$ cat config.mk
export PLATFORM = sky130hd
export DESIGN_NAME = gksa_ctrl
export DESIGN_NICKNAME = d
export VERILOG_FILES = /design/src/hw/rtl/gksa_pkg.sv /design/src/hw/rtl/gksa_ctrl.sv
export SDC_FILE = /design/constraint.sdc
export NUM_CORES = 1
export LEC_CHECK = 0
export ABC_AREA = 0
export BUFFER_PORTS_ARGS = -buffer_cell sky130_fd_sc_hd__buf_2
export CAP_MARGIN = 40
export CORE_AREA = 10 10 47 49
export CTS_BUF_LIST = sky130_fd_sc_hd__clkbuf_4 sky130_fd_sc_hd__clkbuf_8
export CTS_CLUSTER_SIZE = 24
export DETAILED_ROUTE_END_ITERATION = 10
export DIE_AREA = 0 0 57 59
export MAX_ROUTING_LAYER = met4
export PLACE_DENSITY_LB_ADDON = 0.05
export SLEW_MARGIN = 20
export SYNTH_ARGS = -nofsm -noshare
export SYNTH_HDL_FRONTEND = slang
export SYNTH_SLANG_ARGS = --single-unit
$ cat constraint.sdc
create_clock -name clk -period 2.1 [get_ports clk]
set_input_delay 0.42 -clock clk [delete_from_list [all_inputs] [get_ports clk]]
set_output_delay 0.42 -clock clk [all_outputs]
set_load 0.02 [all_outputs]
$ cat src/hw/rtl/gksa_pkg.sv
// Shared types and constants for the grouped key-sum aggregator.
// Holds the table geometry, field widths, action codes, controller states
// and the command and status bundles between the controller and the datapath.
package gksa_pkg;

  // Table geometry.
  localparam int TABLE_DEPTH = 64;
  localparam int IDX_W = (TABLE_DEPTH > 1) ? $clog2(TABLE_DEPTH) : 1;
  localparam int CNT_W = $clog2(TABLE_DEPTH + 1);

  // Field widths.
  localparam int KEY_W   = 64;
  localparam int SCORE_W = 32;
  localparam int SUM_W   = 48;

  // Action codes of an input item.
  localparam logic ACT_ACCUM  = 1'b0;
  localparam logic ACT_FINISH = 1'b1;

  // Controller states.
  typedef enum logic [2:0] {
    S_IDLE,
    S_DECIDE,
    S_SRCH_RD,
    S_SRCH_CMP,
    S_FL_RD,
    S_FL_OUT
  } state_t;

  // Commands from the controller to the datapath.
  typedef struct packed {
    logic load_in;      // capture the accepted input item
    logic clr_idx;      // restart the table index
    logic inc_idx;      // step the table index
    logic rd_en;        // read the table entry at the index
    logic sum_wr;       // write the saturated sum back at the index
    logic append;       // add the held item key as a new entry
    logic set_drop;     // note a dropped item key
    logic start_group;  // open a new group with the held item
    logic clear_group;  // return the group state to reset values
    logic out_load;     // load the output register from the read entry
  } cmd_t;

  // Status from the datapath to the controller.
  typedef struct packed {
    logic act_finish;    // held item is a finish
    logic active;        // a group is open
    logic grp_match;     // held group key equals the current group
    logic idx_at_count;  // index has reached the entry count
    logic idx_last;      // index points at the final entry
    logic key_match;     // read entry key equals the held item key
    logic count_full;    // table holds TABLE_DEPTH entries
    logic out_free;      // output register can take an item this cycle
  } status_t;

endpackage

$ cat src/hw/rtl/gksa_ctrl.sv
// Controller state machine of the grouped key-sum aggregator.
// Sequences accept, table search and group flush. Depends on gksa_pkg.
module gksa_ctrl (
  input  logic              clk,
  input  logic              rst,
  input  logic              in_valid,
  output logic              in_ready,
  input  gksa_pkg::status_t sts,
  output gksa_pkg::cmd_t    cmd
);
  import gksa_pkg::*;

  state_t state;
  state_t state_next;

  // State register.
  always_ff @(posedge clk) begin
    if (rst) begin
      state <= S_IDLE;
    end else begin
      state <= state_next;
    end
  end

  // Next state and commands.
  always_comb begin
    state_next = state;
    cmd        = '0;
    in_ready   = 1'b0;
    unique case (state)
      S_IDLE: begin
        in_ready = 1'b1;
        if (in_valid) begin
          cmd.load_in = 1'b1;
          state_next  = S_DECIDE;
        end
      end
      S_DECIDE: begin
        cmd.clr_idx = 1'b1;
        if (!sts.active) begin
          // A finish with no open group does nothing; a record opens one.
          cmd.start_group = !sts.act_finish;
          state_next      = S_IDLE;
        end else if (sts.act_finish || !sts.grp_match) begin
          state_next = S_FL_RD;
        end else begin
          state_next = S_SRCH_RD;
        end
      end
      S_SRCH_RD: begin
        if (sts.idx_at_count) begin
          // Key not in the table: append it, or drop it when full.
          cmd.append   = !sts.count_full;
          cmd.set_drop = sts.count_full;
          state_next   = S_IDLE;
        end else begin
          cmd.rd_en  = 1'b1;
          state_next = S_SRCH_CMP;
        end
      end
      S_SRCH_CMP: begin
        if (sts.key_match) begin
          cmd.sum_wr = 1'b1;
          state_next = S_IDLE;
        end else begin
          cmd.inc_idx = 1'b1;
          state_next  = S_SRCH_RD;
        end
      end
      S_FL_RD: begin
        cmd.rd_en  = 1'b1;
        state_next = S_FL_OUT;
      end
      S_FL_OUT: begin
        if (sts.out_free) begin
          cmd.out_load = 1'b1;
          cmd.inc_idx  = 1'b1;
          if (sts.idx_last) begin
            // Run done: a finish clears the block, a record opens its group.
            cmd.clear_group = sts.act_finish;
            cmd.start_group = !sts.act_finish;
            state_next      = S_IDLE;
          end else begin
            state_next = S_FL_RD;
          end
        end
      end
      default: begin
        state_next = S_IDLE;
      end
    endcase
  end

endmodule

After elaboration in Yosys (flattened, before gate mapping)

Cells that the tools add are included.

Word-level logic and storage cells: 40
Bits of input ports: 11
Output and inout port bits: 11
Register bits after elaboration: 3

Eq/ne operators: 7
Reduce and logical (&&, ||, !) cells: 6
Mux-type cells: 26

Operators with widths:

| operator             | number |
|---|---|
| $mux W3              | 6 |
| $pmux W3 S6          | 1 |
| $mux W2              | 6 |
| $mux W1              | 10 |
| $eq A3 B2 Y1 const B | 2 |
| $eq A3 B3 Y1 const B | 2 |
| $pmux W1 S2          | 3 |
| $ne A2 B2 Y1 const B | 2 |
| $eq A3 B1 Y1 const B | 1 |
| $logic_not A1 Y1     | 3 |
| $logic_not A3 Y1     | 1 |
| $reduce_and A2 Y1    | 1 |
| $logic_or A1 B1 Y1   | 1 |

Longest topological paths before layout

Gate-level depths: netlist of the first run.

Depth in word-level cells: 5
Depth in mapped cells: 4
Mapped depth without buffers: 3

Worst setup path before layout of the first run

Ideal clock, no wire load.

Kind: register -> output
Start point: register state[0]
End point: output port cmd[9] (netlist name)
Slack: 360 ps
Required time: 1680 ps
Buffers on the path: 1
Stages on the path, launching flop included: 4
Data arrival time: 1320 ps
Cell sequence: dfxtp_1 buf_2 nor3_1 and2_1

RTL lines:

| element                | line            | RTL |
|---|---|---|
| start, declared        | gksa_ctrl.sv:13 | `state_t state;` |
| start signal, assigned | gksa_ctrl.sv:21 | `state <= state_next;` |
| end, declared          | gksa_ctrl.sv:9  | `output gksa_pkg::cmd_t cmd` |

==> summary.md, run 1 <==
| Metric | Value |
|---|---|
| Period Utilization, post-route | `89.7%` |
| Grt total ovfl | `0` |
| Cell Area, Synth | `320 µm²` |
| Worst path buffer plus inverter count | `1` |
| Hold Crit Class | `in2reg` |
| Post-Synthesis Cells | `46` |
| Critical path endpoint category | `primary output` |
| Netlist cell types | `23` |
| Ant diodes | `0` |
| Initial DRT Pass Iterations | `4` |
| CP Cell Sequence | `nand2b_1 -> o22ai_1 -> and2_1 -> buf_2` |
| Post-DP HPWL | `849 µm` |
| Final setup violation count | `0` |
| WP data arrival | `1.46 ns` |
| Vias per inst | `4.64` |
| Worst IR drop on VDD | `0.000155 V` |
| Syn_nets | `57` |
| CP startpoint kind | `flip-flop` |
| First-pass GRT wire length | `1820 µm` |
| Worst-case clock buffer depth | `2` |
| Die H | `59 µm` |
| Layout cells sized above 1 | `39.1%` |
| Req. time, crit path | `1.68 ns` |
| Status | `completed` |
| Initial Utilization | `22.9%` |
| Async set-reset flop share out of synthesis | `0%` |
| Area Growth Syn to Fin | `43.4%` |
| Reg with most FFs | `state` |
| Final min period | `1.88 ns` |
| Area contributors post-synth | `dfxtp_1 (19%), nand2b_1 (12%), nor3_1 (7.8%), nand3b_1 (7.0%), and2_1 (5.9%)` |
| Remaining routing DRC violations | `0` |
| Root buffer cell | `clkbuf_4` |
| Number of synthesized flops with an enable pin | `0` |
| CP peak stage delay | `0.57 ns` |
| Worst-path maximum fanout | `14` |
| Power share of the combinational group | `26.8%` |
| CTS sink count | `3` |
| Pleak | `0.224 nW` |
| Design Power | `0.000238 W` |
| Syn avg cell area | `6.96 µm²` |
| P_int | `0.000173 W` |
| Sequential cell area fraction in the yosys report | `18.8%` |
| H-tree level count | `1` |
| Total track usage | `6.75%` |
| Total I/O pin count | `22` |
| Detail Route Antenna Nets | `0` |
| Synth top area share | `18.8%` |
| Worst Skew | `0.00102 ns` |
| Largest registers | `state x3` |
| Post-CTS setup buffers | `0` |
| WL/cell | `12.0 µm` |
| Slew Limit Fails | `0` |
| #FFs+latches synth | `3` |
| Core ar. | `0.00140 mm²` |
| Setup slack at placement | `0.458 ns` |
| RSZ-0062 raised after global routing | `no` |
| Flip-flop count of the largest register after layout | `3` |
| CTS tree | `built` |
| MaxCap Viol Count | `0` |
| Die Span X | `57 µm` |
| FILL cells | `173` |
| Slowest library cell on the worst path | `dfxtp_1` |
| Ys flop type | `dfxtp_1` |
| Switching portion of total power | `27.4%` |
| Sequential Power Share | `26.8%` |
| Vias in the first global route | `459` |
| Clock power frac | `46.4%` |
| Cts repair resizes | `0` |
| Worst Tran Pin Value | `0.421 ns` |
| Synth area leader | `dfxtp_1` |
| Pin count of the biggest net entering global routing | `15` |
| Highest Clock Rate | `531 MHz` |
| Headroom to the max-slew limit | `71.9%` |
| Top Family by Delay on Critical Path | `flip-flops` |
| Final hold violations | `0` |
| GPL Wtd Cong | `0.634` |
| Psw | `0.0000653 W` |
| Synth Warn # | `0` |
| WL final | `1020 µm` |
| Final net count | `81` |
| CTS Buf Count | `3` |
| Die footprint | `0.00336 mm²` |
| Initial DRC Count | `3` |
| Rows | `14` |
| Critical path class | `reg2out` |
| Worst-path clk slew | `0.04 ns` |
| Number of port buffers | `21` |
| PD cells | `518 mW/mm²` |
| Final TNS setup | `0 ns` |
| Worst skew pair latency | `0.23 ns` |
| Cts hold-fix bufs | `0` |
| DR vias | `394` |
| Final setup margin | `0.217 ns` |
| Initial antenna violation count | `0` |
## worst register-to-register path, delay by kind of cell, from the launching register on
family | cells | cell delay, ns
AND/OR/NAND/NOR | 2 | 0.61
AO/OA/AOI/OAI | 1 | 0.07
buffers and inverters | 1 | 0.16
flip-flops | 1 | 0.30
## logic make-up (layout without fill, tap and decap cells)
group                  Yosys count  in the layout  share of synthesized area [%]
AO/OA/AOI/OAI                   10             10                           21.1
buffers and inverters            4             27                           8.59
flip-flops                       3              3                           18.8
AND/OR/NAND/NOR                 29             29                           51.6
## cell usage after synthesis (all sizes together), types with 3 or more instances
library cell / instances
and2: 3
a21oi: 3
nand2: 3
buf: 3
dfxtp: 3
nor3: 5
nand3b: 3
nand2b: 6
nor2: 5
## power groups by stage
stage	clock, W	combinational, W	sequential (W)
2_1_floorplan	0	0.0000415	0.0000621
3_3_place_gp	0	0.0000658	0.0000644
3_5_place_dp	0	0.0000645	0.0000646
4_1_cts	0.000114	0.0000649	0.0000637
5_1_grt	0.000118	0.0000718	0.0000644
6_report	0.000110	0.0000637	0.0000638
## path summary, 6_finish.rpt
check / from / endpoint / slack, ns / depth (start not counted)
worst min register to register: state[1] / state[0] / 0.58 / 2
worst min-delay path: rst / state[0] / 0.40 / 2
worst max register to register: state[0] / state[2] / 0.84 / 4
worst max-delay path: state[2] / cmd[7] / 0.22 / 4
## stage by stage
step / cell area (µm²) / std cells / util (%) / hold WS [ns]
floorplan: 320 / 46 / - / 0.489
global placement: 429 / 81 / 30.6 / 0.594
detailed placement: 429 / 81 / 30.6 / 0.579
CTS: 459 / 85 / 32.8 / 0.395
global route: 459 / 85 / 32.8 / 0.403
finish: 459 / 85 / 32.8 / 0.404
## layout by cell type (no fill, tap or decap), types with 3 or more instances in the layout
cell type / n
a21oi_1: 3
nand2_1: 3
nand2b_1: 6
buf_2: 21
nor2_1: 5
and2_1: 3
clkbuf_4: 4
nor3_1: 5
dfxtp_1: 3
nand3b_1: 3
## final cells by class
| cell class | count | area (µm²) | share of cell area (%) |
|---|---|---|---|
| multi-input combinational | 39 | 233 | 50.7 |
| timing repair buffer | 22 | 113 | 24.5 |
| sequential | 3 | 60.1 | 13.1 |
| clock buffer | 4 | 30.0 | 6.54 |
| tap | 16 | 20.0 | 4.36 |
| inverter | 1 | 3.75 | 0.817 |
## per-layer routing
metal	wire (µm)	share of wire, %	up-vias	global-route usage [%]
li1	-	-	209	-
met3	55	5.4	0	1.93
met5	0	0	-	-
met2	472	46	15	9.77
met4	0	0	0	5.03
met1	488	48	170	7.70
Power figures use the tool's default switching activity.
==> run 2, diff against run 1 <==
CTS_BUF_LIST = unset   (was sky130_fd_sc_hd__clkbuf_4 sky130_fd_sc_hd__clkbuf_8)
CTS_CLUSTER_DIAMETER = 120   (was unset)
==> summary.md, run 2 (synthesis results as in run 1) <==
| Metric | Value |
|---|---|
| Status | `completed` |
| Final min period | `1.88 ns` |
| Remaining routing DRC violations | `0` |
| Ant diodes | `0` |
| Worst-case clock buffer depth | `2` |
| Worst hold path cell count | `2` |
| Sequential cell area | `60.1 µm²` |
| R2R Path End | `state[2]` |
| Area Growth Syn to Fin | `42.2%` |
| Commonest non-fill, non-tap cells in the layout | `buf_2 (21), nand2b_1 (6), nor2_1 (5), nor3_1 (5)` |
| Layout cells sized above 1 | `37.7%` |
| Area after DPL | `429 µm²` |
| Setup slack at placement | `0.458 ns` |
| Worst Tran Pin Value | `0.418 ns` |
| MaxCap Viol Count | `0` |
| Total I/O pin count | `22` |
| GPL Wtd Cong | `0.634` |
| Largest registers | `state x3` |
| Hold Path End | `state[0]` |
| Post-DP HPWL | `849 µm` |
| Final setup margin | `0.216 ns` |
| Slew Limit Fails | `0` |
| Initial antenna violation count | `0` |
| Rows | `14` |
| Worst-path clk slew | `0.04 ns` |
| Final hold violations | `0` |
| Vias in the first global route | `459` |
| Design Power | `0.000227 W` |
| Worst skew pair latency | `0.23 ns` |
| Worst-path maximum fanout | `14` |
| Hold Crit Class | `in2reg` |
| WP data arrival | `1.46 ns` |
| Worst Skew | `0.00191 ns` |
| PD cells | `498 mW/mm²` |
| Initial DRC Count | `3` |
| Most common cell after layout, fill and taps aside | `buf_2` |
| CTS Buf Count | `3` |
| Final setup violation count | `0` |
| H-tree level count | `1` |
| Cts hold-fix bufs | `0` |
| Final TNS setup | `0 ns` |
| Hold_sp | `rst` |
| First-pass GRT wire length | `1820 µm` |
| Worst IR drop on VDD | `0.000155 V` |
| WL/cell | `12.1 µm` |
| Worst reg-to-reg path cell count | `4` |
| DR vias | `395` |
| Critical path endpoint category | `primary output` |
| Critical path class | `reg2out` |
| Total track usage | `6.75%` |
| Req. time, crit path | `1.68 ns` |
| Period Utilization, post-route | `89.7%` |
| Highest Clock Rate | `531 MHz` |
| Post-CTS setup buffers | `0` |
| Number of port buffers | `21` |
| CTS sink count | `3` |
| Die Span X | `57 µm` |
| Vias per inst | `4.65` |
| Headroom to the max-slew limit | `72.1%` |
| CTS tree | `built` |
| Grt total ovfl | `0` |
| Hold slack | `0.402 ns` |
| Pleak | `0.221 nW` |
| Flip-flop count of the largest register after layout | `3` |
| Initial DRT Pass Iterations | `4` |
| Area of the multi-input gates | `233 µm²` |
| Die footprint | `0.00336 mm²` |
| Initial Utilization | `22.9%` |
| Pin count of the biggest net entering global routing | `15` |
| Design area | `455 µm²` |
| Cts repair resizes | `0` |
| FILL cells | `172` |
| Root buffer cell | `clkbuf_4` |
| R2R Path Start | `state[0]` |
| Detail Route Antenna Nets | `0` |
| Final net count | `81` |
| Die H | `59 µm` |
| RSZ-0062 raised after global routing | `no` |
| R2R Setup Slk | `0.85 ns` |
| WL final | `1030 µm` |
| CP startpoint kind | `flip-flop` |
| Reg with most FFs | `state` |
| Core ar. | `0.00140 mm²` |
## run 2: metal layers
metal	global-route usage (%)	wire, µm	part of all wire [%]
met1	7.70	485	47
met2	9.77	492	48
met3	1.93	53	5.1
met4	5.03	0	0
met5	-	0	0
## run 2: report_power, final
| group | total [W] | switching (W) | internal (W) |
|---|---|---|---|
| Clock | 0.0000992 | 0.0000281 | 0.0000711 |
| Sequential | 0.0000638 | 0.00000387 | 0.0000599 |
| Combinational | 0.0000637 | 0.0000348 | 0.0000289 |
## run 2: cell type report
cell class,instances,share of cell area (%)
inverter,1,0.824
tap,16,4.40
multi-input combinational,39,51.1
sequential,3,13.2
clock buffer,4,5.77
timing repair buffer,22,24.7
## run 2: critical path, cell delays in order (launching register included)
cell and delay, ns:
dfxtp_1 0.57, nand2b_1 0.26, o22ai_1 0.10, and2_1 0.16, buf_2 0.15
## run 2: worst max path at each step
stage | from | to | slack, ns | cells past startpoint
after floorplan | state[0] | cmd[9] | 0.36 | 3
after global placement | state[2] | cmd[7] | 0.46 | 4
after detailed placement | state[2] | cmd[7] | 0.46 | 4
after CTS | state[2] | cmd[7] | 0.20 | 4
after global routing | state[2] | cmd[7] | 0.11 | 4
final | state[2] | cmd[7] | 0.22 | 4
## run 2: per-stage QoR
step | utilization, % | instances
4_1_cts | 32.5 | 85
6_report | 32.5 | 85
2_1_floorplan | - | 46
3_5_place_dp | 30.6 | 81
3_3_place_gp | 30.6 | 81
5_1_grt | 32.5 | 85
==> run 3, diff against run 2 <==
REMOVE_ABC_BUFFERS = 1   (was unset)
TNS_END_PERCENT = 100   (was unset)
==> summary.md, run 3 (synthesis results as in run 1) <==
| Metric | Value |
|---|---|
| Initial Utilization | `22.9%` |
| Slew Limit Fails | `0` |
| Status | `completed` |
| Highest Clock Rate | `534 MHz` |
| Total track usage | `6.37%` |
| Core ar. | `0.00140 mm²` |
| Headroom to the max-slew limit | `74.5%` |
| Pin count of the biggest net entering global routing | `15` |
| Slowest library cell on the worst path | `dfxtp_1` |
| CTS Buf Count | `3` |
| Worst-path maximum fanout | `14` |
| Critical path class | `reg2out` |
| Final setup violation count | `0` |
| Final hold violations | `0` |
| Die H | `59 µm` |
| Remaining routing DRC violations | `0` |
| Flip-flop count of the largest register after layout | `3` |
| CP startpoint kind | `flip-flop` |
| WL final | `1110 µm` |
| Req. time, crit path | `1.68 ns` |
| Worst-case clock buffer depth | `2` |
| Cts hold-fix bufs | `0` |
| RSZ-0062 raised after global routing | `no` |
| Most common cell after layout, fill and taps aside | `buf_2` |
| Layout cells sized above 1 | `37.7%` |
| Pleak | `0.221 nW` |
| FILL cells | `169` |
| PD cells | `496 mW/mm²` |
| Post-layout util | `32.5%` |
| Worst-path clk slew | `0.04 ns` |
| Final TNS setup | `0 ns` |
| Die Span X | `57 µm` |
| MaxCap Viol Count | `0` |
| Final min period | `1.87 ns` |
| Commonest non-fill, non-tap cells in the layout | `buf_2 (21), nand2b_1 (6), nor2_1 (5), nor3_1 (5)` |
| Die footprint | `0.00336 mm²` |
| First-pass GRT wire length | `1770 µm` |
| CP peak stage delay | `0.54 ns` |
| WL/cell | `13.1 µm` |
| Rows | `14` |
| CTS sink count | `3` |
| Area of the multi-input gates | `233 µm²` |
| Worst Skew | `0.000561 ns` |
| Vias per inst | `4.73` |
| CP Cell Sequence | `nand2b_1 -> o22ai_1 -> and2_1 -> buf_2` |
| Hold Crit Class | `in2reg` |
| Worst hold path cell count | `2` |
| H-tree level count | `1` |
| Design area | `455 µm²` |
| CTS tree | `built` |
| Ant diodes | `0` |
| Worst Tran Pin Value | `0.382 ns` |
| Initial DRC Count | `17` |
| Vias in the first global route | `394` |
| Number of port buffers | `21` |
| Worst IR drop on VDD | `0.000253 V` |
| Post-CTS setup buffers | `0` |
| Final net count | `81` |
| Period Utilization, post-route | `89.2%` |
| Initial antenna violation count | `0` |
| Initial DRT Pass Iterations | `4` |
| Area Growth Syn to Fin | `42.2%` |
| Grt total ovfl | `0` |
| Reg with most FFs | `state` |
| Critical path endpoint category | `primary output` |
| Total I/O pin count | `22` |
| Area after DPL | `429 µm²` |
| GPL Wtd Cong | `0.755` |
| Cts repair resizes | `0` |
| Root buffer cell | `clkbuf_4` |
| Worst skew pair latency | `0.23 ns` |
| Worst reg-to-reg path cell count | `4` |
| WP data arrival | `1.45 ns` |
| DR vias | `402` |
| Largest registers | `state x3` |
| Post-DP HPWL | `900 µm` |
| Sequential cell area | `60.1 µm²` |
| Detail Route Antenna Nets | `0` |
-- run 3: cell counts in the layout (fill, tap and decap cells not counted) --
Identical to the previous run, type by type.
-- run 3: per-layer routing --
metal	vias up	track usage (%)	wire, µm
met5	-	-	0
met4	0	2.01	0
met3	0	2.58	102
met2	16	9.15	463
met1	175	7.90	546
li1	211	-	-
-- run 3: layout make-up --
cell class | instances | share of cell area [%]
Clock buffer | 4 | 5.77
Inverter | 1 | 0.824
Multi-Input combinational cell | 39 | 51.1
Sequential cell | 3 | 13.2
Tap cell | 16 | 4.40
Timing Repair Buffer | 22 | 24.7
-- run 3: path summary, 6_finish.rpt --
kind,start,to,slack [ns]
max reg2reg,state[0],state[2],0.85
min,rst,state[1],0.41
max,state[2],cmd[7],0.23
min reg2reg,state[1],state[0],0.59
-- run 3: power by group --
part	switching, W	total (W)	internal (W)
clock	0.0000266	0.0000976	0.0000710
sequential	0.00000345	0.0000633	0.0000599
combinational	0.0000361	0.0000650	0.0000289
total	0.0000662	0.000226	0.000160
-- run 3: per-stage QoR --
step	setup slack (ns)	hold WS, ns	power, W	instances
after CTS	0.233	0.406	0.000231	85
final	0.228	0.409	0.000226	85
after global routing	0.0834	0.415	0.000241	85
after global placement	0.483	0.603	0.000131	81
after detailed placement	0.485	0.590	0.000129	81
after floorplan	0.430	0.489	0.000101	43
-- run 3: critical path: cells and delay by family (launching register included) --
family	cells	cell delay, ns
buffers and inverters	1	0.15
AO/OA/AOI/OAI	1	0.11
flip-flops	1	0.54
AND/OR/NAND/NOR	2	0.43
